## src/rau_pkg.sv

```systemverilog
// ----------------------------------------------------------------------------
// Rational arithmetic unit package
// Operation, status and order codes, queue item and unit request types.
// ----------------------------------------------------------------------------
`default_nettype none

package rau_pkg;

  localparam int unsigned MW = 32;  // magnitude width
  localparam int unsigned DW = 64;  // double width

  // operation codes
  localparam logic [2:0] FUNC_ADD  = 3'd0;
  localparam logic [2:0] FUNC_SUB  = 3'd1;
  localparam logic [2:0] FUNC_MUL  = 3'd2;
  localparam logic [2:0] FUNC_DIV  = 3'd3;
  localparam logic [2:0] FUNC_CMP  = 3'd4;
  localparam logic [2:0] FUNC_NORM = 3'd5;

  // status codes
  localparam logic [1:0] STAT_OK   = 2'd0;
  localparam logic [1:0] STAT_ZDEN = 2'd1;
  localparam logic [1:0] STAT_DIVZ = 2'd2;
  localparam logic [1:0] STAT_OVF  = 2'd3;

  // order codes
  localparam logic [1:0] ORD_LT = 2'd0;
  localparam logic [1:0] ORD_EQ = 2'd1;
  localparam logic [1:0] ORD_GT = 2'd2;

  // classified request, sign and magnitude form
  typedef struct packed {
    logic [2:0]    func;
    logic [1:0]    status;
    logic          use_b;
    logic          a_neg;
    logic          b_neg;
    logic [MW-1:0] a_mag;
    logic [MW-1:0] a_den;
    logic [MW-1:0] b_mag;
    logic [MW-1:0] b_den;
  } item_t;

  typedef struct packed {
    logic          start;
    logic [DW-1:0] u;
    logic [DW-1:0] v;
  } gcd_req_t;

  typedef struct packed {
    logic          start;
    logic [DW-1:0] num;
    logic [DW-1:0] den;
  } div_req_t;

  typedef struct packed {
    logic          done;
    logic [DW-1:0] value;
  } unit_rsp_t;

endpackage

`default_nettype wire

```

## src/rau_if.sv

```systemverilog
// ----------------------------------------------------------------------------
// Rational arithmetic unit channels
// Request and response valid/ready channels with their payload.
// ----------------------------------------------------------------------------
`default_nettype none

interface rau_in_if;
  logic               valid;
  logic               ready;
  logic        [2:0]  func;
  logic signed [31:0] a_num;
  logic signed [31:0] a_den;
  logic signed [31:0] b_num;
  logic signed [31:0] b_den;

  modport source (output valid, func, a_num, a_den, b_num, b_den, input ready);
  modport sink   (input valid, func, a_num, a_den, b_num, b_den, output ready);
endinterface


`default_nettype wire

```

## src/rau_front.sv

```systemverilog
// ----------------------------------------------------------------------------
// Rational arithmetic unit front end
// Accepts requests, splits operands into sign and magnitude, flags zero
// denominators and holds classified requests in a two-entry queue.
// ----------------------------------------------------------------------------
`default_nettype none

module rau_front #(
  parameter int unsigned WIDTH = 32
) (
  input  wire logic          clk_i,
  input  wire logic          rst_ni,
  rau_in_if.sink             req_i,
  output rau_pkg::item_t     item_o,
  output logic               item_valid_o,
  input  wire logic          item_ready_i
);

  // sign extend the low WIDTH bits of a field
  function automatic logic [32:0] sext(input logic [31:0] f);
    logic [32:0] e;
    e = 33'($signed(f[WIDTH-1:0]));
    return e;
  endfunction

  function automatic logic [31:0] mag(input logic [32:0] e);
    logic [32:0] n;
    n = 33'd0 - e;
    return e[32] ? n[31:0] : e[31:0];
  endfunction

  logic [32:0]    an_e, ad_e, bn_e, bd_e;
  rau_pkg::item_t cls;

  // classify
  always_comb begin
    an_e = sext(req_i.a_num);
    ad_e = sext(req_i.a_den);
    bn_e = sext(req_i.b_num);
    bd_e = sext(req_i.b_den);
    cls.func  = req_i.func;
    cls.use_b = (req_i.func <= rau_pkg::FUNC_CMP);
    cls.a_neg = an_e[32] ^ ad_e[32];
    cls.b_neg = bn_e[32] ^ bd_e[32];
    cls.a_mag = mag(an_e);
    cls.a_den = mag(ad_e);
    cls.b_mag = mag(bn_e);
    cls.b_den = mag(bd_e);
    if (cls.a_den == '0 || (cls.use_b && cls.b_den == '0)) begin
      cls.status = rau_pkg::STAT_ZDEN;
    end else begin
      cls.status = rau_pkg::STAT_OK;
    end
  end

  // two-entry queue
  rau_pkg::item_t mem_q [2];
  logic           wr_ptr_q, rd_ptr_q;
  logic [1:0]     cnt_q;
  logic           push, pop;

  assign req_i.ready  = (cnt_q != 2'd2);
  assign item_valid_o = (cnt_q != 2'd0);
  assign item_o       = mem_q[rd_ptr_q];
  assign push         = req_i.valid && req_i.ready;
  assign pop          = item_valid_o && item_ready_i;

  always_ff @(posedge clk_i or negedge rst_ni) begin
    if (!rst_ni) begin
      wr_ptr_q <= 1'b0;
      rd_ptr_q <= 1'b0;
      cnt_q    <= 2'd0;
    end else begin
      if (push) wr_ptr_q <= ~wr_ptr_q;
      if (pop)  rd_ptr_q <= ~rd_ptr_q;
      if (push && !pop) begin
        cnt_q <= cnt_q + 2'd1;
      end else if (pop && !push) begin
        cnt_q <= cnt_q - 2'd1;
      end
    end
  end

  always_ff @(posedge clk_i) begin
    if (push) mem_q[wr_ptr_q] <= cls;
  end

endmodule

`default_nettype wire

```

## src/flat_wrapper.sv

```systemverilog
// flat-port wrapper written by rule: the top's interface ports become plain ports
module rau_front_flat 
#(
  parameter int unsigned WIDTH = 32
)
  (clk_i, rst_ni, item_o, item_valid_o, item_ready_i, req_i_valid, req_i_func, req_i_a_num, req_i_a_den, req_i_b_num, req_i_b_den, req_i_ready);
  rau_in_if req_i_i ();
  input  wire logic clk_i;
  input  wire logic rst_ni;
  output rau_pkg::item_t item_o;
  output logic item_valid_o;
  input  wire logic item_ready_i;
  input wire logic [$bits(req_i_i.valid)-1:0] req_i_valid;
  input wire logic [$bits(req_i_i.func)-1:0] req_i_func;
  input wire logic [$bits(req_i_i.a_num)-1:0] req_i_a_num;
  input wire logic [$bits(req_i_i.a_den)-1:0] req_i_a_den;
  input wire logic [$bits(req_i_i.b_num)-1:0] req_i_b_num;
  input wire logic [$bits(req_i_i.b_den)-1:0] req_i_b_den;
  output wire logic [$bits(req_i_i.ready)-1:0] req_i_ready;
  assign req_i_i.valid = req_i_valid;
  assign req_i_i.func = req_i_func;
  assign req_i_i.a_num = req_i_a_num;
  assign req_i_i.a_den = req_i_a_den;
  assign req_i_i.b_num = req_i_b_num;
  assign req_i_i.b_den = req_i_b_den;
  assign req_i_ready = req_i_i.ready;
  rau_front #(.WIDTH(WIDTH)) u_core (.clk_i(clk_i), .rst_ni(rst_ni), .req_i(req_i_i), .item_o(item_o), .item_valid_o(item_valid_o), .item_ready_i(item_ready_i));
endmodule
```

## config.mk

```make
export PLATFORM = sky130hd
export DESIGN_NAME = rau_front_flat
export DESIGN_NICKNAME = d
export VERILOG_FILES = /design/src/rau_pkg.sv /design/src/rau_if.sv /design/src/rau_front.sv /design/src/flat_wrapper.sv
export SDC_FILE = /design/constraint.sdc
export NUM_CORES = 1
export LEC_CHECK = 0
export CAP_MARGIN = 15
export CORE_MARGIN = 2
export CORE_UTILIZATION = 65
export CTS_BUF_LIST = sky130_fd_sc_hd__clkbuf_4
export DETAILED_ROUTE_END_ITERATION = 7
export DONT_BUFFER_PORTS = 1
export PLACE_DENSITY = 0.81
export SYNTH_ARGS = -nofsm -noshare
export SYNTH_HDL_FRONTEND = slang
export SYNTH_SLANG_ARGS = --single-unit
```

## constraint.sdc

```tcl
create_clock -name clk_i -period 10.6 [get_ports clk_i]
set_clock_uncertainty 0.1 [all_clocks]
set_input_delay 0.53 -clock clk_i [delete_from_list [all_inputs] [get_ports clk_i]]
set_output_delay 0.53 -clock clk_i [all_outputs]
set_load 0.01 [all_outputs]
```

==> summary.md, run 1 <==
| Metric | Value |
|---|---|
| Post-CTS Setup Bufs | `0` |
| Layout area overhead | `15.0%` |
| Yosys warns | `0` |
| Worst Setup Path Type | `flip-flop to output pin` |
| Pwr Total | `3380 µW` |
| Clock buffer count from CTS | `70` |
| Routed vias | `approximately 8500` |
| Chip height | `approximately 150 µm` |
| Largest net degree at the start of global routing | `81` |
| Measured slew at the worst slew-check pin | `~1.1 ns` |
| First-pass GRT wire length | `45.9 mm` |
| Post-route ant nets | `0` |
| CTS root buf | `clkbuf_4` |
| Critical Path RT | `approximately 10 ns` |
| DRT iter0 DRCs | `566` |
| GPL Wtd Cong | `0.875` |
| Max-Cap Viols | `0` |
| DP Cell Count | `1156` |
| Filler instances | `1215` |
| Setup_tns | `0 ns` |
| Share of cells above drive strength 1 | `approximately 25%` |
| # clock sinks | `~270` |
| IO Count | `273` |
| Full die area | `about 22000 µm²` |
| Rows | `52` |
| CORE AREA | `20200 µm²` |
| Critical path cell sequence | `buf_4 > mux2_2` |
| Status | `finished clean` |
| Sequential-to-total area share from yosys stat | `between 60% and 70%` |
| Fin crit period | `3.70 ns` |
| DR vias/cell | `6.19` |
| Skew-Pair Late Insertion Delay | `0.62 ns` |
| Hold_ws | `0.0491 ns` |
| Leak Pwr | `0.00494 µW` |
| CTS tree | `yes` |
| # resized after CTS | `0` |
| # hold bufs at CTS | `a little under 100` |
| Max Freq | `~270 MHz` |
| RSZ-0062 raised after global routing | `no` |
| CP top delay family | `flip-flops` |
| GRT Resource Usage Total | `between 20 and 30%` |
| Slowest CP cell | `dfrtp_4` |
| DPL Wire Length | `17.8 mm` |
| Chip width | `about 150 µm` |
| CP bufs+invs | `1` |
| H-tree levels | `3` |
| Distinct cell type count of the synthesized netlist | `between 60 and 70` |
| CP endpoint kind | `output pin` |
| Worst Path Arrival | `3.07 ns` |
| Tcrit/Tclk final | `34.9%` |
| Crit Path Max Fanout | `80` |
| DRC viols | `0` |
| #FFs+latches synth | `274` |
| Rel. slew slack | `25.8%` |
| Grt total ovfl | `0` |
| Top FF cell, synth | `edfxtp_1` |
| Clock Tree Buf Depth | `3` |
| # port buffers | `0` |
| Final net count | `about 1200` |
| TritonRoute pass-1 iters | `5` |
| Layout Cells excl Fill | `1374` |
| Clock slew at reported path FFs | `0.07 ns` |
| Wire length per cell | `21.6 µm` |
| Crit-path max cell delay | `0.94 ns` |
| Initial core utilization | `between 60 and 70%` |
| EDFF count, synth | `270` |
| Endpoints failing hold | `0` |
| HP Class | `input port to flip-flop` |
| Syn Nets | `1077` |
| Avg Cell Area, Syn | `14.2 µm²` |
| Cell area after synthesis | `13300 µm²` |
| Cells after Synth | `936` |
| Post-Route WL | `roughly 30 mm` |
| Vias in the first global route | `8702` |
| Maximum vdd drop | `0.152 mV` |
| Antenna violations before repair | `1` |
| Pwr Density | `221 nW/µm²` |
| Final Setup Violations | `0` |
| Startpoint types | `flip-flop` |
| Max Slew Vio Count | `0` |
| Post-synth ARST share | `under 10%` |
## Yosys cell counts, drive strengths merged, types with 2 or more instances
master / instances / area, µm²
edfxtp: 270 / 8110
mux2: 138 / 1550
xnor2: 115 / 1010
nand2: 44 / 165
clkbuf: 43 / 163
o21ai: 43 / 215
o31ai: 33 / 253
or4: 28 / 220
o41ai: 24 / 236
or3: 24 / 158
nor4: 17 / 113
nor2: 16 / 60.1
inv: 15 / 56.3
nor3: 13 / 65.1
buf: 11 / 72.6
nand2b: 11 / 68.8
xor2: 10 / 87.6
nand3: 7 / 35.0
nand4: 7 / 43.8
or2: 7 / 43.8
ha: 6 / 75.1
dfrtp: 4 / 100
mux2i: 4 / 40.0
o21a: 4 / 30.0
o32ai: 4 / 35.0
a21oi: 3 / 15.0
nand4b: 3 / 26.3
nor2b: 3 / 18.8
or4b: 3 / 30.0
a2111oi: 2 / 17.5
nand3b: 2 / 15.0
nor4b: 2 / 17.5
o2111ai: 2 / 17.5
o21bai: 2 / 15.0
o22ai: 2 / 12.5
o31a: 2 / 17.5
## state kept, by name (all words and copies together) (netlist names)
register         flops
u_core.wr_ptr_q      1
u_core.rd_ptr_q      1
u_core.mem_q       270
u_core.cnt_q         2
## power breakdown
part	internal [µW]	switching, µW
clock	470	404
sequential	1510	98.7
combinational	356	541
## layout by cell type (no fill, tap or decap), types with 6 or more instances in the layout
master and instances:
or4_1 24, nor2_1 15, clkbuf_4 104, or2_2 7
mux2_2 138, o21ai_0 43, nand3_1 7, edfxtp_1 270
xnor2_1 115, or3_1 21, nor4_1 16, nand4_1 7
inv_1 15, o41ai_1 22, nand2_1 44, ha_1 6
nand2b_1 11, xor2_1 10, nor3_1 13, clkinv_1 11
o31ai_1 32, dlygate4sd3_1 98
## through the flow
stage	worst slack, ns	area, µm²	utilization [%]
finish	6.90	15300	75.9
global route	6.69	15300	75.9
CTS	6.82	15300	75.8
detailed placement	7.04	13500	66.7
global placement	7.15	13500	66.7
floorplan	3.56	13300	-
## area by class of cell
class,count,area [µm²],area share (%)
clock buffer,104,781,5.10
inverter,15,56.3,0.368
sequential,274,8210,53.7
timing repair buffer,102,1010,6.61
clock inverter,14,78.8,0.515
multi-input combinational,593,4820,31.5
antenna,2,5.00,0.0327
tap,270,338,2.21
## cells by family (layout without fill, tap and decap cells)
group | after synthesis | after routing | synth area share [%]
DFF | 274 | 274 | 61.7
and+or+nand+nor | 189 | 189 | 8.23
muxes | 142 | 142 | 12.0
AOI/OAI and AO/OA | 130 | 130 | 7.09
xor gates and xnor gates | 125 | 125 | 8.23
buffers and inverters | 69 | 235 | 2.19
adders and majority gates | 6 | 6 | 0.564
other | 1 | 3 | 0.0282
## worst paths after layout
check | slack (ns) | cells past startpoint | from | endpoint
min | 0.05 | 1 | req_i_b_num[27] | u_core.mem_q[1][59]
max reg2reg | 7.62 | 3 | u_core.cnt_q[0] | u_core.mem_q[1][58]
max in group asynchronous | 10.10 | 1 | rst_ni | u_core.rd_ptr_q
min reg2reg | 0.39 | 1 | u_core.cnt_q[1] | u_core.cnt_q[1]
min in group asynchronous | 0.09 | 1 | rst_ni | u_core.rd_ptr_q
max | 6.90 | 2 | u_core.rd_ptr_q | item_o[135]
## routing by layer
layer	track usage, %	wire, µm	vias up	share of wire (%)
li1	-	-	3908	-
met1	33.2	11400	4121	38
met2	45.1	14700	419	49
met3	9.53	2980	54	10
met4	10.3	699	0	2.4
met5	0	0	-	0
(Power assumes the default switching activity.)
==> run 2: changes to the inputs <==
==> constraint.sdc (replaced) <==
create_clock -name clk_i -period 3.6 [get_ports clk_i]
set_clock_uncertainty 0.1 [all_clocks]
set_input_delay 0.18 -clock clk_i [delete_from_list [all_inputs] [get_ports clk_i]]
set_output_delay 0.18 -clock clk_i [all_outputs]
set_load 0.01 [all_outputs]
==> run 2 against run 1 <==
Routed wire length up 18%. Critical endpoint is now u_core.mem_q[0][61]. Setup slack worse by 6.8 ns. Sequential share of layout area shrank 3.7 points. Core utilization increased by 5.7 points. Non-clock buffer count increased by 109. Sequential power increased to 2.9 times the previous value. First-iteration DRC count rose by 60%. Critical path type is now input port to flip-flop. Largest cell class unchanged. Cell count increased by 7.6%.
==> summary.md, run 2 (synthesis results as in run 1) <==
| Metric | Value |
|---|---|
| Antenna violations before repair | `3` |
| Vias in the first global route | `9766` |
| Max Slew Vio Count | `0` |
| Worst Path Arrival | `roughly 3.8 ns` |
| Max reg flops | `270` |
| CORE AREA | `between 20000 and 25000 µm²` |
| GPL Wtd Cong | `0.848` |
| Final Setup Violations | `0` |
| Reg2reg path depth | `3` |
| DPL Wire Length | `about 18 mm` |
| DR vias/cell | `roughly 6.4` |
| Met2 Use GR | `a little under three fifths` |
| Pwr Density | `625 nW/µm²` |
| H-tree levels | `3` |
| Final net count | `1306` |
| Leak Pwr | `0.00537 µW` |
| Tcrit/Tclk final | `96.8%` |
| Filler instances | `1023` |
| Hold_ws | `0.0366 ns` |
| CTS tree | `yes` |
| Clock buffer count from CTS | `70` |
| Chip width | `147 µm` |
| Post-Route WL | `roughly 35 mm` |
| TritonRoute pass-1 iters | `7` |
| HP Class | `input port to flip-flop` |
| Post-CTS Setup Bufs | `0` |
| Max-Cap Viols | `0` |
| Commonest non-fill, non-tap cell in the layout | `edfxtp_1` |
| Chip height | `147 µm` |
| Final worst setup slack | `0.114 ns` |
| Clock slew at reported path FFs | `0.07 ns` |
| Most flop-heavy register | `u_core.mem_q` |
| R2R Setup Slk | `1.31 ns` |
| Crit Path Max Fanout | `5` |
| WHS Path Cells | `4` |
| Worst Setup Path Type | `input port to flip-flop` |
| CP Launch Point | `req_i_b_num[4]` |
| Final Util | `81.5%` |
| Grt total ovfl | `0` |
| Fin crit period | `3.49 ns` |
| Initial core utilization | `66.0%` |
| Layout area overhead | `23.6%` |
| Post-route ant nets | `0` |
| Most frequent cells in the layout | `edfxtp_1 (270), dlygate4sd3_1 (200), mux2_2 (138)` |
| Full die area | `21600 µm²` |
| Hold endpoint | `u_core.mem_q[1][131]` |
| GRT Resource Usage Total | `32.1%` |
| DRC viols | `0` |
| CP endpoint kind | `flip-flop` |
| First-pass GRT wire length | `53.8 mm` |
| Max Freq | `~290 MHz` |
| Largest net degree at the start of global routing | `77` |
| Biggest regs | `u_core.mem_q: 270 flops, u_core.cnt_q: 2 flops` |
| FF-to-FF Start | `u_core.cnt_q[0]` |
| DRT iter0 DRCs | `906` |
| Met1 Resource Use GR | `37.1%` |
| Critical Path RT | `3.88 ns` |
| Status | `finished clean` |
| Startpoint types | `input port` |
| Endpoints failing hold | `0` |
| Rel. slew slack | `between 20 and 30%` |
| IO Count | `273` |
| CTS root buf | `clkbuf_4` |
| Measured slew at the worst slew-check pin | `1.08 ns` |
| Busiest grt layer | `met2` |
| Maximum vdd drop | `about 0.39 mV` |
| Dpl ws | `0.379 ns` |
| Reg-to-Reg End | `u_core.mem_q[1][59]` |
| Wire length per cell | `23.8 µm` |
| Clock Tree Buf Depth | `3` |
| HP Start | `req_i_b_den[14]` |
| Rows | `52` |
| Skew-Pair Late Insertion Delay | `0.67 ns` |
| # port buffers | `0` |
| Share of cells above drive strength 1 | `22.7%` |
| Grt met3 use | `roughly a tenth` |
| Routed vias | `approximately 9400` |
| # clock sinks | `274` |
run 2: cell types whose count changed in the layout (fill, tap and decap cells not counted), moves of 2 or more:
cell and change:
clkinvlp_4 +2, clkinv_1 +6, clkbuf_4 -16, buf_12 +6
dlygate4sd3_1 +102
run 2: through the flow:
stage	cell area, µm²	power (µW)	TNS, ns	std cells
after floorplan	13300	6800	0	936
after global placement	13500	7360	0	1161
after detailed placement	13500	7420	0	1161
after CTS	16400	10200	0	1473
after global routing	16400	10700	-0.00470	1477
final	16400	10300	0	1478
run 2: final cells by class:
cell class | count | area, µm² | share of cell area [%]
well taps | 270 | 338 | 2.05
inverters | 15 | 56.3 | 0.342
repair buffers | 211 | 2160 | 13.1
flip-flops and latches | 274 | 8210 | 50.0
diodes | 3 | 7.51 | 0.0457
multi-input cells | 593 | 4850 | 29.5
clock inverters | 24 | 151 | 0.921
clock buffers | 88 | 661 | 4.02
run 2: how the worst max path moves through the flow:
stage,to,cells after the start,slack [ns]
after CTS,u_core.mem_q[1][61],9,0.09
final,u_core.mem_q[0][61],9,0.11
after global routing,u_core.mem_q[0][61],9,-0.002
after detailed placement,u_core.mem_q[1][131],9,0.38
after global placement,u_core.mem_q[0][131],7,0.51
after floorplan,u_core.mem_q[0][0],3,0.35
run 2: critical path, stage by stage:
cell and delay (ns):
dlygate4sd3_1 0.64, nor4_4 0.40, nand3_1 0.20, or3_1 0.43, or3_1 0.36, or4_1 0.52, o41ai_1 0.35, xnor2_1 0.11
dlygate4sd3_1 0.58
run 2: timing repair:
| item | CTS | global route |
|---|---|---|
| gates resized for setup | 0 | 6 |
| hold endpoints to repair | 278 | 4 |
| setup endpoints to repair | 0 | 12 |
| hold buffers | 200 | 3 |
run 2: per-layer routing:
| layer | part of all wire [%] | up-vias |
|---|---|---|
| met2 | 51 | 585 |
| li1 | - | 4130 |
| met3 | 9.9 | 111 |
| met5 | 0 | - |
| met1 | 36 | 4608 |
| met4 | 3.6 | 0 |
run 2: power breakdown:
group	switching [µW]	total, µW	internal [µW]
combinational	1770	3000	1220
sequential	293	4730	4440
clock	1260	2540	1280
total	3330	10300	6940
==> run 3: changes to the inputs <==
--- a/config.mk
+++ b/config.mk
@@ -7,11 +7,10 @@
 export LEC_CHECK = 0
 export CAP_MARGIN = 15
 export CORE_MARGIN = 2
-export CORE_UTILIZATION = 65
+export CORE_UTILIZATION = 41
 export CTS_BUF_LIST = sky130_fd_sc_hd__clkbuf_4
 export DETAILED_ROUTE_END_ITERATION = 7
 export DONT_BUFFER_PORTS = 1
-export PLACE_DENSITY = 0.81
 export SYNTH_ARGS = -nofsm -noshare
 export SYNTH_HDL_FRONTEND = slang
 export SYNTH_SLANG_ARGS = --single-unit
==> run 3 against run 2 <==
Clock power up 8.7%. Global-route usage down 13 points. Combinational power about the same.
==> summary.md, run 3 (synthesis results as in run 1) <==
| Metric | Value |
|---|---|
| First-pass GRT wire length | `roughly 51 mm` |
| Chip height | `184 µm` |
| Grt total ovfl | `0` |
| Layout area overhead | `25.8%` |
| Leak Pwr | `0.00544 µW` |
| Max reg flops | `270` |
| Initial core utilization | `41.9%` |
| Clock slew at reported path FFs | `roughly 0.07 ns` |
| Final Setup Violations | `0` |
| Rows | `between 60 and 70` |
| Measured slew at the worst slew-check pin | `1.07 ns` |
| Startpoint types | `input port` |
| Status | `finished clean` |
| Endpoints failing hold | `0` |
| Vias in the first global route | `about 9000` |
| Crit Path Max Fanout | `5` |
| GRT Resource Usage Total | `between 10% and 20%` |
| Fin crit period | `roughly 3.5 ns` |
| Commonest non-fill, non-tap cell in the layout | `edfxtp_1` |
| RSZ-0062 raised after global routing | `no` |
| CORE AREA | `31700 µm²` |
| CP endpoint kind | `flip-flop` |
| Post-route ant nets | `0` |
| Chip width | `184 µm` |
| HP Class | `input port to flip-flop` |
| Antenna violations before repair | `2` |
| Clock buffer count from CTS | `74` |
| Worst Setup Path Type | `input port to flip-flop` |
| Routed vias | `8889` |
| R2R Setup Slk | `1.20 ns` |
| Skew-Pair Late Insertion Delay | `0.71 ns` |
| Placed Area | `13700 µm²` |
| DRT iter0 DRCs | `528` |
| Clock Tree Buf Depth | `3` |
| IO Count | `~270` |
| Maximum vdd drop | `0.317 mV` |
| Wire length per cell | `20.7 µm` |
| Pwr Density | `622 nW/µm²` |
| Setup_tns | `0 ns` |
| Max-Cap Viols | `0` |
| # port buffers | `0` |
| Most flop-heavy register | `u_core.mem_q` |
| Worst Path Arrival | `3.97 ns` |
| H-tree levels | `3` |
| Tcrit/Tclk final | `97.3%` |
| Share of cells above drive strength 1 | `23.4%` |
| TritonRoute pass-1 iters | `5` |
| Max Freq | `around 290 MHz` |
| DR vias/cell | `5.47` |
| HP Start | `req_i_func[2]` |
| Biggest regs | `u_core.mem_q: 270 flops, u_core.cnt_q: 2 flops` |
| # clock sinks | `274` |
| DRC viols | `0` |
| DP Cell Count | `1292` |
| Max Slew Vio Count | `0` |
| Full die area | `between 30000 and 40000 µm²` |
| Non-Filler Cell Area, Final | `16700 µm²` |
| Layout Cells excl Fill | `1625` |
| Most frequent cells in the layout | `edfxtp_1 (270), dlygate4sd3_1 (203), mux2_2 (138)` |
| Largest net degree at the start of global routing | `69` |
| Post-Route WL | `approximately 34 mm` |
| Critical Path RT | `about 4.1 ns` |
| CTS tree | `yes` |
| FF-to-FF Start | `u_core.cnt_q[0]` |
| Hold_ws | `just over 0.08 ns` |
| Final net count | `1312` |
| CP Launch Point | `req_i_b_num[12]` |
| GPL Wtd Cong | `between 0.8 and 0.9` |
| CTS root buf | `clkbuf_4` |
| Filler instances | `approximately 2700` |
| Rel. slew slack | `28.7%` |
| DPL Wire Length | `between 20 and 25 mm` |
[run 3: changes by cell type in the layout (fill, tap and decap cells not counted), sizes merged]
cell	change
bufinv	+1
clkbuf	+12
dlygate4sd3	+3
buf	-1
clkinv	+2
clkinvlp	-2
[run 3: area by class of cell]
cell class,count,area [µm²],area share (%)
clock inverter,25,176,1.05
inverter,15,56.3,0.336
antenna,3,7.51,0.0448
tap,402,503,3.00
multi-input combinational,593,4840,28.9
timing repair buffer,213,2190,13.1
clock buffer,100,751,4.48
sequential,274,8210,49.0
[run 3: layer usage]
layer	vias to the layer above	global-route usage [%]	wire length [µm]
li1	4152	-	-
met1	4367	23.5	13700
met2	303	33.0	16800
met3	67	6.16	2330
met4	0	7.71	867
met5	-	0	0
[run 3: what timing repair did]
item,in CTS,in global routing
endpoints found under the hold margin,333,8
hold buffers,205,1
setup buffers,0,0
resized for setup,0,6
endpoints found under the setup margin,0,8
[run 3: worst paths after layout]
| kind | end | cells past startpoint |
|---|---|---|
| worst min-delay path | u_core.mem_q[1][134] | 1 |
| min in group asynchronous | u_core.rd_ptr_q | 2 |
| worst max-delay path | u_core.mem_q[1][63] | 8 |
| worst max register to register | u_core.mem_q[0][77] | 4 |
| max in group asynchronous | u_core.rd_ptr_q | 2 |
| worst min register to register | u_core.cnt_q[1] | 1 |
[run 3: through the flow]
step / util, % / total power [µW] / setup WS, ns
detailed placement: 43.2 / 7490 / 0.333
floorplan: - / 6800 / 0.347
finish: 52.8 / 10400 / 0.0986
CTS: 52.7 / 10600 / 0.133
global route: 52.8 / 11000 / 0.0111
global placement: 43.2 / 7470 / 0.379
[run 3: power breakdown]
group | switching [µW] | total [µW] | internal, µW
Sequential | 263 | 4690 | 4430
Clock | 1260 | 2760 | 1500
Combinational | 1760 | 2970 | 1210
[run 3: critical path, cell delays in order]
cell	delay, ns
dlygate4sd3_1	0.59
or4_1	0.54
dlygate4sd3_1	0.58
or3_1	0.42
or3_1	0.34
or4_1	0.51
nor4_2	0.19
dlygate4sd3_1	0.61
